$ cat config.mk
export PLATFORM = sky130hd
export DESIGN_NAME = float_half_format_converter
export DESIGN_NICKNAME = d
export VERILOG_FILES = /design/src/hdl/fhc_pkg.sv /design/src/hdl/fhc_decode.sv /design/src/hdl/fhc_shift.sv /design/src/hdl/fhc_round.sv /design/src/hdl/float_half_format_converter.sv
export SDC_FILE = /design/constraint.sdc
export NUM_CORES = 1
export LEC_CHECK = 0
export ABC_AREA = 1
export BUFFER_PORTS_ARGS = -buffer_cell sky130_fd_sc_hd__buf_2
export CORE_ASPECT_RATIO = 1.4
export CORE_MARGIN = 3
export CORE_UTILIZATION = 40
export CTS_BUF_LIST = sky130_fd_sc_hd__clkbuf_4
export CTS_CLUSTER_SIZE = 12
export DETAILED_ROUTE_END_ITERATION = 10
export GPL_TIMING_DRIVEN = 0
export PLACE_DENSITY = 0.62
export SYNTH_ARGS = -nofsm -noshare
export SYNTH_HDL_FRONTEND = slang
export SYNTH_SLANG_ARGS = --single-unit
$ cat constraint.sdc
create_clock -name clk_i -period 5.1 [get_ports clk_i]
set_input_delay 1.02 -clock clk_i [delete_from_list [all_inputs] [get_ports clk_i]]
set_output_delay 1.02 -clock clk_i [all_outputs]
set_load 0.02 [all_outputs]
$ cat src/hdl/fhc_pkg.sv
// Package for the single/half floating-point format converter.
// Holds the shared codes, field constants and inter-stage structs.
// No dependencies.
package fhc_pkg;

  // Stream widths: single_bits then half_bits in, half_result then single_result out.
  localparam int unsigned InDataW  = 48;
  localparam int unsigned OutDataW = 48;

  // Exponent field limits and rebias offset (127 - 15).
  localparam logic [7:0] S_EXP_MAX   = 8'hff;
  localparam logic [4:0] H_EXP_MAX   = 5'h1f;
  localparam logic [7:0] EXP_REBIAS  = 8'd112;
  // Single exponent fields at and above this overflow the half range.
  localparam logic [7:0] S_EXP_OVF   = 8'd143;
  // Single exponent fields below this flush to a signed zero.
  localparam logic [7:0] S_EXP_FLUSH = 8'd103;
  // Right shift for a half denormal is this minus the single exponent field.
  localparam logic [7:0] SUB_SH_BASE = 8'd126;
  // Quiet bit of a half NaN mantissa.
  localparam logic [9:0] H_QNAN      = 10'h200;

  // Conversion direction, carried in tuser.
  typedef enum logic {
    CMD_S2H = 1'b0,
    CMD_H2S = 1'b1
  } fhc_cmd_e;

  // Operand class after decode.
  typedef enum logic [1:0] {
    CLS_ZERO   = 2'd0,
    CLS_INFNAN = 2'd1,
    CLS_SUB    = 2'd2,
    CLS_NORM   = 2'd3
  } fhc_cls_e;

  // Decode stage result. expo holds the half exponent (single to half normal),
  // the right shift (single to half denormal), the leading-zero count (half
  // to single denormal) or the half exponent field (half to single normal).
  typedef struct packed {
    fhc_cmd_e    cmd;
    logic        sign;
    fhc_cls_e    cls;
    logic        nan;
    logic [4:0]  expo;
    logic [22:0] mant;
  } fhc_dec_t;

  // Shift stage result: magnitude without sign, plus the round-up bit.
  typedef struct packed {
    fhc_cmd_e    cmd;
    logic        sign;
    logic        rnd;
    logic [30:0] mag;
  } fhc_pack_t;

endpackage

$ cat src/hdl/fhc_decode.sv
// First pipeline stage of the format converter: classifies the operand,
// rebiases the exponent and counts leading zeros of half denormals.
// Depends on fhc_pkg.
module fhc_decode (
  input  logic              clk_i,
  input  logic              rst_ni,
  input  logic              valid_i,
  output logic              ready_o,
  input  logic              cmd_i,
  input  logic [31:0]       single_bits_i,
  input  logic [15:0]       half_bits_i,
  output logic              valid_o,
  input  logic              ready_i,
  output fhc_pkg::fhc_dec_t dec_o
);
  import fhc_pkg::*;

  logic       valid_q;
  fhc_dec_t   dec_d;
  fhc_dec_t   dec_q;
  logic [7:0] s_ef;
  logic [7:0] sub_sh;
  logic [7:0] norm_e;
  logic [4:0] h_ef;
  logic [9:0] h_mant;
  logic [3:0] lz;

  // Leading zeros of the half mantissa; the highest set bit wins.
  always_comb begin
    lz = 4'd9;
    for (int i = 0; i < 10; i++) begin
      if (h_mant[i]) begin
        lz = 4'(9 - i);
      end
    end
  end

  assign s_ef   = single_bits_i[30:23];
  assign sub_sh = SUB_SH_BASE - s_ef;
  assign norm_e = s_ef - EXP_REBIAS;
  assign h_ef   = half_bits_i[14:10];
  assign h_mant = half_bits_i[9:0];

  // Classify the operand for the selected direction.
  always_comb begin
    dec_d     = '0;
    dec_d.cmd = fhc_cmd_e'(cmd_i);
    if (dec_d.cmd == CMD_S2H) begin
      dec_d.sign = single_bits_i[31];
      dec_d.mant = single_bits_i[22:0];
      if (s_ef == S_EXP_MAX) begin
        dec_d.cls = CLS_INFNAN;
        dec_d.nan = |single_bits_i[22:0];
      end else if (s_ef >= S_EXP_OVF) begin
        dec_d.cls = CLS_INFNAN;
      end else if (s_ef < S_EXP_FLUSH) begin
        dec_d.cls = CLS_ZERO;
      end else if (s_ef <= EXP_REBIAS) begin
        dec_d.cls  = CLS_SUB;
        dec_d.expo = sub_sh[4:0];
      end else begin
        dec_d.cls  = CLS_NORM;
        dec_d.expo = norm_e[4:0];
      end
    end else begin
      dec_d.sign = half_bits_i[15];
      dec_d.mant = {13'd0, h_mant};
      if (h_ef == H_EXP_MAX) begin
        dec_d.cls = CLS_INFNAN;
      end else if (h_ef == 5'd0) begin
        if (h_mant == 10'd0) begin
          dec_d.cls = CLS_ZERO;
        end else begin
          dec_d.cls  = CLS_SUB;
          dec_d.expo = {1'b0, lz};
        end
      end else begin
        dec_d.cls  = CLS_NORM;
        dec_d.expo = h_ef;
      end
    end
  end

  // Stage register; it loads whenever the downstream stage makes room.
  assign ready_o = !valid_q || ready_i;

  always_ff @(posedge clk_i or negedge rst_ni) begin
    if (!rst_ni) begin
      valid_q <= 1'b0;
    end else if (ready_o) begin
      valid_q <= valid_i;
    end
  end

  always_ff @(posedge clk_i) begin
    if (ready_o && valid_i) begin
      dec_q <= dec_d;
    end
  end

  assign valid_o = valid_q;
  assign dec_o   = dec_q;

endmodule

$ cat src/hdl/fhc_shift.sv
// Second pipeline stage of the format converter: denormalizes single values
// for half, normalizes half denormals and assembles the unsigned magnitude.
// Depends on fhc_pkg.
module fhc_shift (
  input  logic               clk_i,
  input  logic               rst_ni,
  input  logic               valid_i,
  output logic               ready_o,
  input  fhc_pkg::fhc_dec_t  dec_i,
  output logic               valid_o,
  input  logic               ready_i,
  output fhc_pkg::fhc_pack_t pack_o
);
  import fhc_pkg::*;

  logic       valid_q;
  fhc_pack_t  pack_d;
  fhc_pack_t  pack_q;
  logic [23:0] full;
  logic [23:0] shifted;
  logic [3:0]  lz;
  logic [10:0] nrm;
  logic [7:0]  sub_exp;
  logic [7:0]  norm_exp;

  // Single to half denormal: shift one short so the last dropped bit lands in bit 0.
  assign full    = {1'b1, dec_i.mant};
  assign shifted = full >> (dec_i.expo - 5'd1);

  // Half to single denormal: move the leading one into the hidden position.
  assign lz       = dec_i.expo[3:0];
  assign nrm      = {1'b0, dec_i.mant[9:0]} << (lz + 4'd1);
  assign sub_exp  = EXP_REBIAS - {4'd0, lz};
  assign norm_exp = {3'd0, dec_i.expo} + EXP_REBIAS;

  // Assemble the magnitude for each class.
  always_comb begin
    pack_d      = '0;
    pack_d.cmd  = dec_i.cmd;
    pack_d.sign = dec_i.sign;
    if (dec_i.cmd == CMD_S2H) begin
      case (dec_i.cls)
        CLS_ZERO:   pack_d.mag = '0;
        CLS_INFNAN: pack_d.mag = {16'd0, H_EXP_MAX, (dec_i.nan ? H_QNAN : 10'd0)};
        CLS_SUB: begin
          pack_d.mag = {21'd0, shifted[10:1]};
          pack_d.rnd = shifted[0];
        end
        CLS_NORM: begin
          pack_d.mag = {16'd0, dec_i.expo, dec_i.mant[22:13]};
          pack_d.rnd = dec_i.mant[12];
        end
        default:    pack_d.mag = '0;
      endcase
    end else begin
      case (dec_i.cls)
        CLS_ZERO:   pack_d.mag = '0;
        CLS_INFNAN: pack_d.mag = {S_EXP_MAX, dec_i.mant[9:0], 13'd0};
        CLS_SUB:    pack_d.mag = {sub_exp, nrm[9:0], 13'd0};
        CLS_NORM:   pack_d.mag = {norm_exp, dec_i.mant[9:0], 13'd0};
        default:    pack_d.mag = '0;
      endcase
    end
  end

  // Stage register.
  assign ready_o = !valid_q || ready_i;

  always_ff @(posedge clk_i or negedge rst_ni) begin
    if (!rst_ni) begin
      valid_q <= 1'b0;
    end else if (ready_o) begin
      valid_q <= valid_i;
    end
  end

  always_ff @(posedge clk_i) begin
    if (ready_o && valid_i) begin
      pack_q <= pack_d;
    end
  end

  assign valid_o = valid_q;
  assign pack_o  = pack_q;

endmodule

$ cat src/hdl/fhc_round.sv
// Third pipeline stage of the format converter: applies the half-up round
// increment, attaches the sign and holds the output item.
// Depends on fhc_pkg.
module fhc_round (
  input  logic               clk_i,
  input  logic               rst_ni,
  input  logic               valid_i,
  output logic               ready_o,
  input  fhc_pkg::fhc_pack_t pack_i,
  output logic               valid_o,
  input  logic               ready_i,
  output logic [15:0]        half_result_o,
  output logic [31:0]        single_result_o
);
  import fhc_pkg::*;

  logic        valid_q;
  logic [15:0] half_d;
  logic [15:0] half_q;
  logic [31:0] single_d;
  logic [31:0] single_q;

  // The round carry may ripple through the exponent, up to infinity.
  always_comb begin
    half_d   = '0;
    single_d = '0;
    if (pack_i.cmd == CMD_S2H) begin
      half_d = {pack_i.sign, pack_i.mag[14:0]} + {15'd0, pack_i.rnd};
    end else begin
      single_d = {pack_i.sign, pack_i.mag};
    end
  end

  // Output register; it takes a new item as the current one leaves.
  assign ready_o = !valid_q || ready_i;

  always_ff @(posedge clk_i or negedge rst_ni) begin
    if (!rst_ni) begin
      valid_q <= 1'b0;
    end else if (ready_o) begin
      valid_q <= valid_i;
    end
  end

  always_ff @(posedge clk_i) begin
    if (ready_o && valid_i) begin
      half_q   <= half_d;
      single_q <= single_d;
    end
  end

  assign valid_o         = valid_q;
  assign half_result_o   = half_q;
  assign single_result_o = single_q;

endmodule

$ cat src/hdl/float_half_format_converter.sv
// Converts IEEE binary32 to binary16 (tuser low) or binary16 to binary32
// (tuser high), one item per clock cycle while m_axis_tready is high. An item
// accepted on the slave side passes through three register stages (decode,
// shift and round) before it is presented on the master side. Single to half
// rounds half-up on the first dropped bit, flushes far underflow to a signed
// zero, gives infinity on overflow and a quiet NaN for any NaN; half to single
// is exact. Back-pressure reaches s_axis_tready combinationally through the
// stage enables, so a stall neither drops nor repeats an item.
// Depends on fhc_pkg, fhc_decode, fhc_shift and fhc_round.
module float_half_format_converter (
  input  logic                          clk_i,
  input  logic                          rst_ni,
  input  logic                          s_axis_tvalid,
  output logic                          s_axis_tready,
  // tdata: single_bits [31:0], half_bits [47:32]
  input  logic [fhc_pkg::InDataW-1:0]   s_axis_tdata,
  // tuser: cmd [0]
  input  logic                          s_axis_tuser,
  output logic                          m_axis_tvalid,
  input  logic                          m_axis_tready,
  // tdata: half_result [15:0], single_result [47:16]
  output logic [fhc_pkg::OutDataW-1:0]  m_axis_tdata
);
  import fhc_pkg::*;

  logic      dec_valid;
  logic      dec_ready;
  fhc_dec_t  dec;
  logic      pack_valid;
  logic      pack_ready;
  fhc_pack_t pack;
  logic [15:0] half_result;
  logic [31:0] single_result;

  // Stage one: classify and rebias.
  fhc_decode u_decode (
    .clk_i         (clk_i),
    .rst_ni        (rst_ni),
    .valid_i       (s_axis_tvalid),
    .ready_o       (s_axis_tready),
    .cmd_i         (s_axis_tuser),
    .single_bits_i (s_axis_tdata[31:0]),
    .half_bits_i   (s_axis_tdata[47:32]),
    .valid_o       (dec_valid),
    .ready_i       (dec_ready),
    .dec_o         (dec)
  );

  // Stage two: denormalize or normalize, assemble the magnitude.
  fhc_shift u_shift (
    .clk_i   (clk_i),
    .rst_ni  (rst_ni),
    .valid_i (dec_valid),
    .ready_o (dec_ready),
    .dec_i   (dec),
    .valid_o (pack_valid),
    .ready_i (pack_ready),
    .pack_o  (pack)
  );

  // Stage three: round and hold the output item.
  fhc_round u_round (
    .clk_i           (clk_i),
    .rst_ni          (rst_ni),
    .valid_i         (pack_valid),
    .ready_o         (pack_ready),
    .pack_i          (pack),
    .valid_o         (m_axis_tvalid),
    .ready_i         (m_axis_tready),
    .half_result_o   (half_result),
    .single_result_o (single_result)
  );

  assign m_axis_tdata = {single_result, half_result};

  // An accepted item with no stall behind it is presented on the master side.
  a_latency: assert property (@(posedge clk_i) disable iff (!rst_ni)
    (s_axis_tvalid && s_axis_tready) ##1 m_axis_tready ##1 m_axis_tready
      |=> m_axis_tvalid)
    else $error("item not delivered after three unstalled cycles");

  // A single to half item leaves the binary32 field at zero.
  a_s2h_zero: assert property (@(posedge clk_i) disable iff (!rst_ni)
    (pack_valid && pack_ready && pack.cmd == CMD_S2H) |=> (single_result == 32'd0))
    else $error("binary32 field not zero for a single to half item");

  // A half to single item leaves the binary16 field at zero.
  a_h2s_zero: assert property (@(posedge clk_i) disable iff (!rst_ni)
    (pack_valid && pack_ready && pack.cmd == CMD_H2S) |=> (half_result == 16'd0))
    else $error("binary16 field not zero for a half to single item");

  // With the decode, shift and output registers all empty, the pipeline never refuses an item.
  a_ready: assert property (@(posedge clk_i) disable iff (!rst_ni)
    (!m_axis_tvalid && !pack_valid && !dec_valid) |-> s_axis_tready)
    else $error("input refused while the pipeline is empty");

endmodule
# Word level (Yosys, flattened, before mapping)
# Index checks and enable logic that the tools add are counted.
totals:
  regBits: 118
  inputBits: 53
  out_inout_bits: 50
  wordCells: 78
op_classes:
  n_addsub: 7
  magnitude_cmp: 3
  eq_ne: 5
  shift: 2
  muxes: 30
  bitwise_logic: 1
  reduce_logical: 14
ops:
  columns: ["op", "count"]
  rows:
  - ["31-bit one-hot mux with 4 select lines", 2]
  - ["4-bit two-way mux", 9]
  - ["31-bit two-way mux", 1]
  - ["5-bit two-way mux", 6]
  - ["28-bit two-way mux", 1]
  - ["24-bit by 5-bit >> shifter with 11-bit output", 1]
  - ["23-bit OR reduction", 1]
  - ["16-bit by 1-bit adder with 16-bit output", 1]
  - ["2-bit two-way mux", 6]
  - ["10-bit zero test", 1]
  - ["10-bit two-way mux", 1]
  - ["10-bit by 4-bit left shift with 10-bit output", 1]
  - ["5-bit by 7-bit adder with 8-bit output (second input constant)", 1]
  - ["8-bit equality test (second input constant)", 1]
  - ["8-bit greater-or-equal comparator (second input constant)", 1]
  - ["8-bit by 7-bit <= comparator with 1-bit output (second input constant)", 1]
  - ["8-bit by 7-bit < comparator with 1-bit output (second input constant)", 1]
  - ["7-bit by 4-bit subtractor with 8-bit output (first input constant)", 1]
  - ["5-bit equality test (second input constant)", 1]
  - ["5-bit zero test", 1]
  - ["5-bit by 1-bit subtractor with 5-bit output (second input constant)", 1]
  - ["5-bit subtractor (first input constant)", 1]
  - ["5-bit subtractor (second input constant)", 1]
  - ["4-bit by 1-bit adder with 4-bit output (second input constant)", 1]
  - ["other kinds (11)", 19]

# Longest topological paths before layout
logic_depth:
  word_depth: 13
  mapped_depth: 15
  depth_no_buf: 12

# Cells and area by module
# A second synthesis with hierarchy kept.
hier_totals:
  cells_unflattened: 873
  hier_area_um2: 6990.5
modules_own_cells:
  columns: ["mod", "instances", "cells_each", "area_per_inst_um2", "seq_area_each_um2"]
  rows:
  - ["fhc_shift", 1, 428, 2905.3, 1016.0]
  - ["fhc_round", 1, 229, 2244.7, 1466.4]
  - ["fhc_decode", 1, 216, 1840.5, 1016.0]

# Least setup slack after synthesis
# OpenSTA, ideal clock, no wires.
synth_path:
  kind: "input to register"
  from: "in m_axis_tready"
  to: "reg u_round.half_q[0], in the netlist u_round.half_result_o[0] (enable)"
  setup_ps: 467
  arrival_time_ps: 3345
  t_required_ps: 4633
  path_slack_ps: 1288
  cell_stages: 2
  n_path_buf: 0
  cell_sequence: "inv_1 > a21oi_1"
synth_via:
  elab_chain_len: 2
synth_lines:
  columns: ["item", "line_no", "rtl"]
  rows:
  - ["start: declaration", "float_half_format_converter.sv:20", "input logic m_axis_tready,"]
  - ["1-bit logical OR", "fhc_round.sv:35", "assign ready_o = !valid_q || ready_i;"]
  - ["1-bit logical AND", "fhc_round.sv:46", "if (ready_o && valid_i) begin"]
  - ["end signal: assignment", "fhc_round.sv:47", "half_q <= half_d;"]
  - ["end: declaration", "fhc_round.sv:19", "logic [15:0] half_q;"]
# Every way passes these cells.
# A chain may end at the register's enable or synchronous reset.

# Final worst setup path
layout_path:
  from: "in m_axis_tready"
  to: "out s_axis_tready"
layout_via:
  elab_chain_len: 3
layout_lines:
  columns: ["item", "line_no", "rtl"]
  rows:
  - ["1-bit logical OR", "fhc_round.sv:35", null]
  - ["1-bit logical OR", "fhc_shift.sv:67", "assign ready_o = !valid_q || ready_i;"]
  - ["1-bit logical OR", "fhc_decode.sv:85", "assign ready_o = !valid_q || ready_i;"]
  - ["end: declaration", "float_half_format_converter.sv:14", "output logic s_axis_tready,"]
# Every way passes these cells.

==> impl_summary.md <==
Status
The run finished with clean final reports.

Critical path
At the worst endpoint, the required time is slightly above 4 ns. The worst setup path is of the input port to output port kind. At the worst endpoint, the arrival time is 1.69 ns. The largest fanout of any net on the critical path is 3.

The kind of start point of the critical path is an input port. The most critical setup path has its startpoint at m_axis_tready. The worst reg-to-reg setup slack is ~2.4 ns. The worst register-to-register path has a depth of 14. The startpoint identified for the worst register-to-register timing path is u_decode.dec_o[23]$_DFFE_PP_.

The capture point of the worst reg-to-reg path is u_shift.pack_o[6]$_SDFFCE_PP0P_. The endpoint kind of the worst setup timing path is an output port.

Pwr
Internal power comes to 1.97 mW. In this run, the combinational gates consume 30.4% of the power. The share of total power dissipated in sequential elements is 44.2%.

The clock network is responsible for 25.4% of the overall power. IR analysis of the VDD net gives a maximum drop of 126 uV. Total power for the finished layout comes to slightly above 3 mW. Of the total power, the share spent switching nets is a little over a third. For this design the ratio of total power to cell area is between 300 and 400 nW/um^2. The reported leakage power is 3.84 nW.

For this design the total switching power over the nets is 1.10 mW.

Timing
Setup repair after global routing left no endpoint under its margin. The number of max-slew violations in the final report is 0. The final clock period utilization by the worst path is 53.1%.

The maximum clock frequency is 0.369 GHz. Summed over all failing endpoints, the final setup total negative slack is 0 ns. Setup violations remaining at the end of the flow were counted as 0. The minimum period implied by the final worst setup slack is 2.71 ns. Headroom to the max-slew limit came out at 22.8%.

The actual slew at the worst max-slew pin is 1.16 ns. The worst clock skew is 0.0284 ns. The final number of hold-violating endpoints is 0.

Clock network
In this run the post-CTS setup repair buffer count came out at 0. The clock tree from TritonCTS is yes. The clock drives 116 sinks.

The clock latency reported for the late side of the worst-skew pair is 0.53 ns. In this run, CTS created clock tree buffers numbering 17. After clock tree synthesis, the clock-pin slew on the worst setup and hold paths is between 0.1 and 0.15 ns. The number of resized instances in the post-cts repair step is 0. The maximum buffer depth of the clock tree is 2.

The clock root buffer is sky130_fd_sc_hd__clkbuf_4. The H-tree level count is 4. The post-cts hold buffer count is 0.

Synthesis
The count of flip-flops with a built-in enable after synthesis is ~110. The most instantiated flip-flop cell in the synthesis netlist is sky130_fd_sc_hd__edfxtp_1. For this run, asynchronously set or reset flops after synthesis account for 2.59%. The cell count after synthesis came out at 838. The share of the Yosys chip area taken by registers is 50.5%. A synthesized cell averages 8.19 sq um. Counting distinct cell types in the post-synthesis netlist gives 44. Counting every net in the synthesized netlist gives 899. After synthesis the netlist holds a flip-flop and latch count of 116.

The count of synthesis-stage warnings from yosys is 0. The total standard cell area after synthesis is 6860 sq um.

Finish
The synthesis-to-finish area growth is 16.5%. The layout has 1715 filler cells. Cells with a size suffix above 1 make up between 10% and 20% of the layout. Summing all flip-flop and latch instances after layout gives 3470 sq um. Summing all multi-input logic gate instances after layout gives approximately 2700 sq um. The finished cells cover 8000 sq um. The number of nets in the layout is 1021.

Placed design
The weighted congestion at the end of routability-driven global placement is 0.933. The total cell area at the placement stage is 7660 sq um. The number of buffers added on ports is 102. The post-detailed-placement half-perimeter wirelength is 13300 um.

Drt
The first detailed-routing pass ran for 7 iterations. The via count is 5859. The count of antenna-violating nets left after detailed routing is 0. The routed design has 16700 um of wire.

The DRC violation count after routing is 0. Dividing the detail-routed via count by the number of cells gives 4.98. The mean routed wirelength per cell is 14.1 um. The number of DRC violations after detailed-routing iteration 0 is 463.

Die
The floorplan step set the die width to 117 um. The initial core utilization is 40.8%. The die covers 18800 sq um. The floorplan core area is 16800 sq um.

From bottom edge to top edge, the die measures 161 um. The number of placement rows is 56. The top-level port count is 103.

Global route
The total overflow left after global routing is 0. In the global route stage, overall resource usage came out at 18.5%. The first-pass GRT wire length is ~27000 um. The initial antenna violation count came to 1.

The number of global-route vias before repair came to 5704. The largest net degree at the start of global routing is 34.

Worst hold path
The min-delay analysis places its worst path in the category input port to async pin.

Flow run
The max-capacitance violation count is 0.
## layout by cell type, fill, tap and decap left out, drive strengths merged, types with 3 or more instances in the layout
master and n:
nand4 4, bufinv 4, a31oi 5, edfxtp 113, xor2 7, xnor2 6, nor4 5, nand3 110
clkbuf 31, dfrtp 3, a21oi 37, nor2 43, nor3 8, clkinv 5, o21a 3, inv 125
ha 8, o21ai 35, buf 124, nand2 281
## power by group through the flow
stage	clock network (mW)	logic [mW]	registers, mW
after floorplan	0	0.530	1.49
after global placement	0	0.918	1.39
after detailed placement	0	0.933	1.38
after CTS	0.796	0.937	1.36
after global routing	0.843	1.04	1.38
final	0.780	0.934	1.36
## kinds of logic (layout without fill, tap and decap cells)
group | count (synthesis) | after routing | share of synthesized area [%]
AO/OA/AOI/OAI | 89 | 89 | 7.07
XOR/XNOR | 13 | 13 | 2.04
adder cells (fa/ha/maj) | 8 | 8 | 1.46
buffers and inverters | 156 | 291 | 9.63
flip-flops | 116 | 116 | 50.5
multiplexers | 1 | 1 | 0.146
other | 0 | 1 | 0
AND/OR/NAND/NOR | 455 | 455 | 29.1
## synthesized netlist by cell type (4+ instances only)
cell type | instances | area (sq um)
sky130_fd_sc_hd__buf_6 | 4 | 45.0
sky130_fd_sc_hd__a21oi_1 | 36 | 180
sky130_fd_sc_hd__inv_2 | 8 | 30.0
sky130_fd_sc_hd__nand4_1 | 4 | 25.0
sky130_fd_sc_hd__buf_4 | 7 | 52.6
sky130_fd_sc_hd__xnor2_1 | 5 | 43.8
sky130_fd_sc_hd__nand2_2 | 4 | 25.0
sky130_fd_sc_hd__buf_2 | 10 | 50.1
sky130_fd_sc_hd__edfxtp_1 | 113 | 3390
sky130_fd_sc_hd__nor4_1 | 5 | 31.3
sky130_fd_sc_hd__xor2_1 | 6 | 52.6
sky130_fd_sc_hd__inv_1 | 112 | 420
sky130_fd_sc_hd__nand3_1 | 105 | 526
sky130_fd_sc_hd__ha_1 | 8 | 100
sky130_fd_sc_hd__o21ai_0 | 25 | 125
sky130_fd_sc_hd__o21ai_1 | 10 | 50.1
sky130_fd_sc_hd__a31oi_1 | 5 | 31.3
sky130_fd_sc_hd__clkbuf_1 | 13 | 48.8
sky130_fd_sc_hd__nand3_2 | 5 | 50.1
sky130_fd_sc_hd__nand2_1 | 276 | 1040
sky130_fd_sc_hd__nor3_1 | 6 | 30.0
sky130_fd_sc_hd__nor2_1 | 37 | 139
## critical path, cell delays in order
cell and delay, ns:
sky130_fd_sc_hd__buf_2 0.09, sky130_fd_sc_hd__inv_1 0.09, sky130_fd_sc_hd__nand2_1 0.08, sky130_fd_sc_hd__nor2_1 0.13, sky130_fd_sc_hd__nand2_1 0.10, sky130_fd_sc_hd__buf_2 0.17
## flip-flops by register name (all words and copies together), names as in the netlist
register                 flops
u_decode.dec_o              33
u_shift.pack_o              33
u_round.single_result_o     31
u_round.half_result_o       16
u_decode.valid_o             1
u_round.valid_o              1
u_shift.valid_o              1
## worst max path at each step
| stage | endpoint | slack [ns] |
|---|---|---|
| after floorplan | u_round.half_result_o[0]$_SDFFCE_PP0P_ | 1.29 |
| final | s_axis_tready | 2.39 |
| after global placement | u_round.single_result_o[1]$_SDFFCE_PN0P_ | 0.45 |
| after detailed placement | u_decode.dec_o[17]$_SDFFCE_PP0P_ | 2.35 |
| after global routing | u_shift.pack_o[19]$_SDFFCE_PN0P_ | 2.24 |
| after CTS | s_axis_tready | 2.38 |
## metal layers
metal / track usage (%) / up-vias / wire (um)
met1: 20.7 / 2588 / 6330
met2: 33.5 / 228 / 8800
met3: 3.26 / 51 / 923
met4: 8.24 / 0 / 599
met5: 0 / - / 0
li1: - / 2992 / -
## stage by stage
stage	cells	hold slack, ns	worst slack (ns)	util, %
after floorplan	838	0.400	1.29	-
after global routing	1177	0.225	2.24	47.6
after global placement	1143	0.441	0.450	45.4
after CTS	1176	0.237	2.38	47.5
after detailed placement	1144	0.459	2.35	45.5
final	1177	0.263	2.39	47.6
## layout make-up
type / count / share of cell area (%)
antenna: 1 / 0.0313
buffer: 34 / 2.46
clock buffer: 18 / 1.69
clock inverter: 14 / 2.50
inverter: 122 / 5.81
multi-input combinational: 566 / 34.3
sequential: 116 / 43.4
tap: 203 / 3.18
timing repair buffer: 103 / 6.63
(Power assumes the default switching activity.)
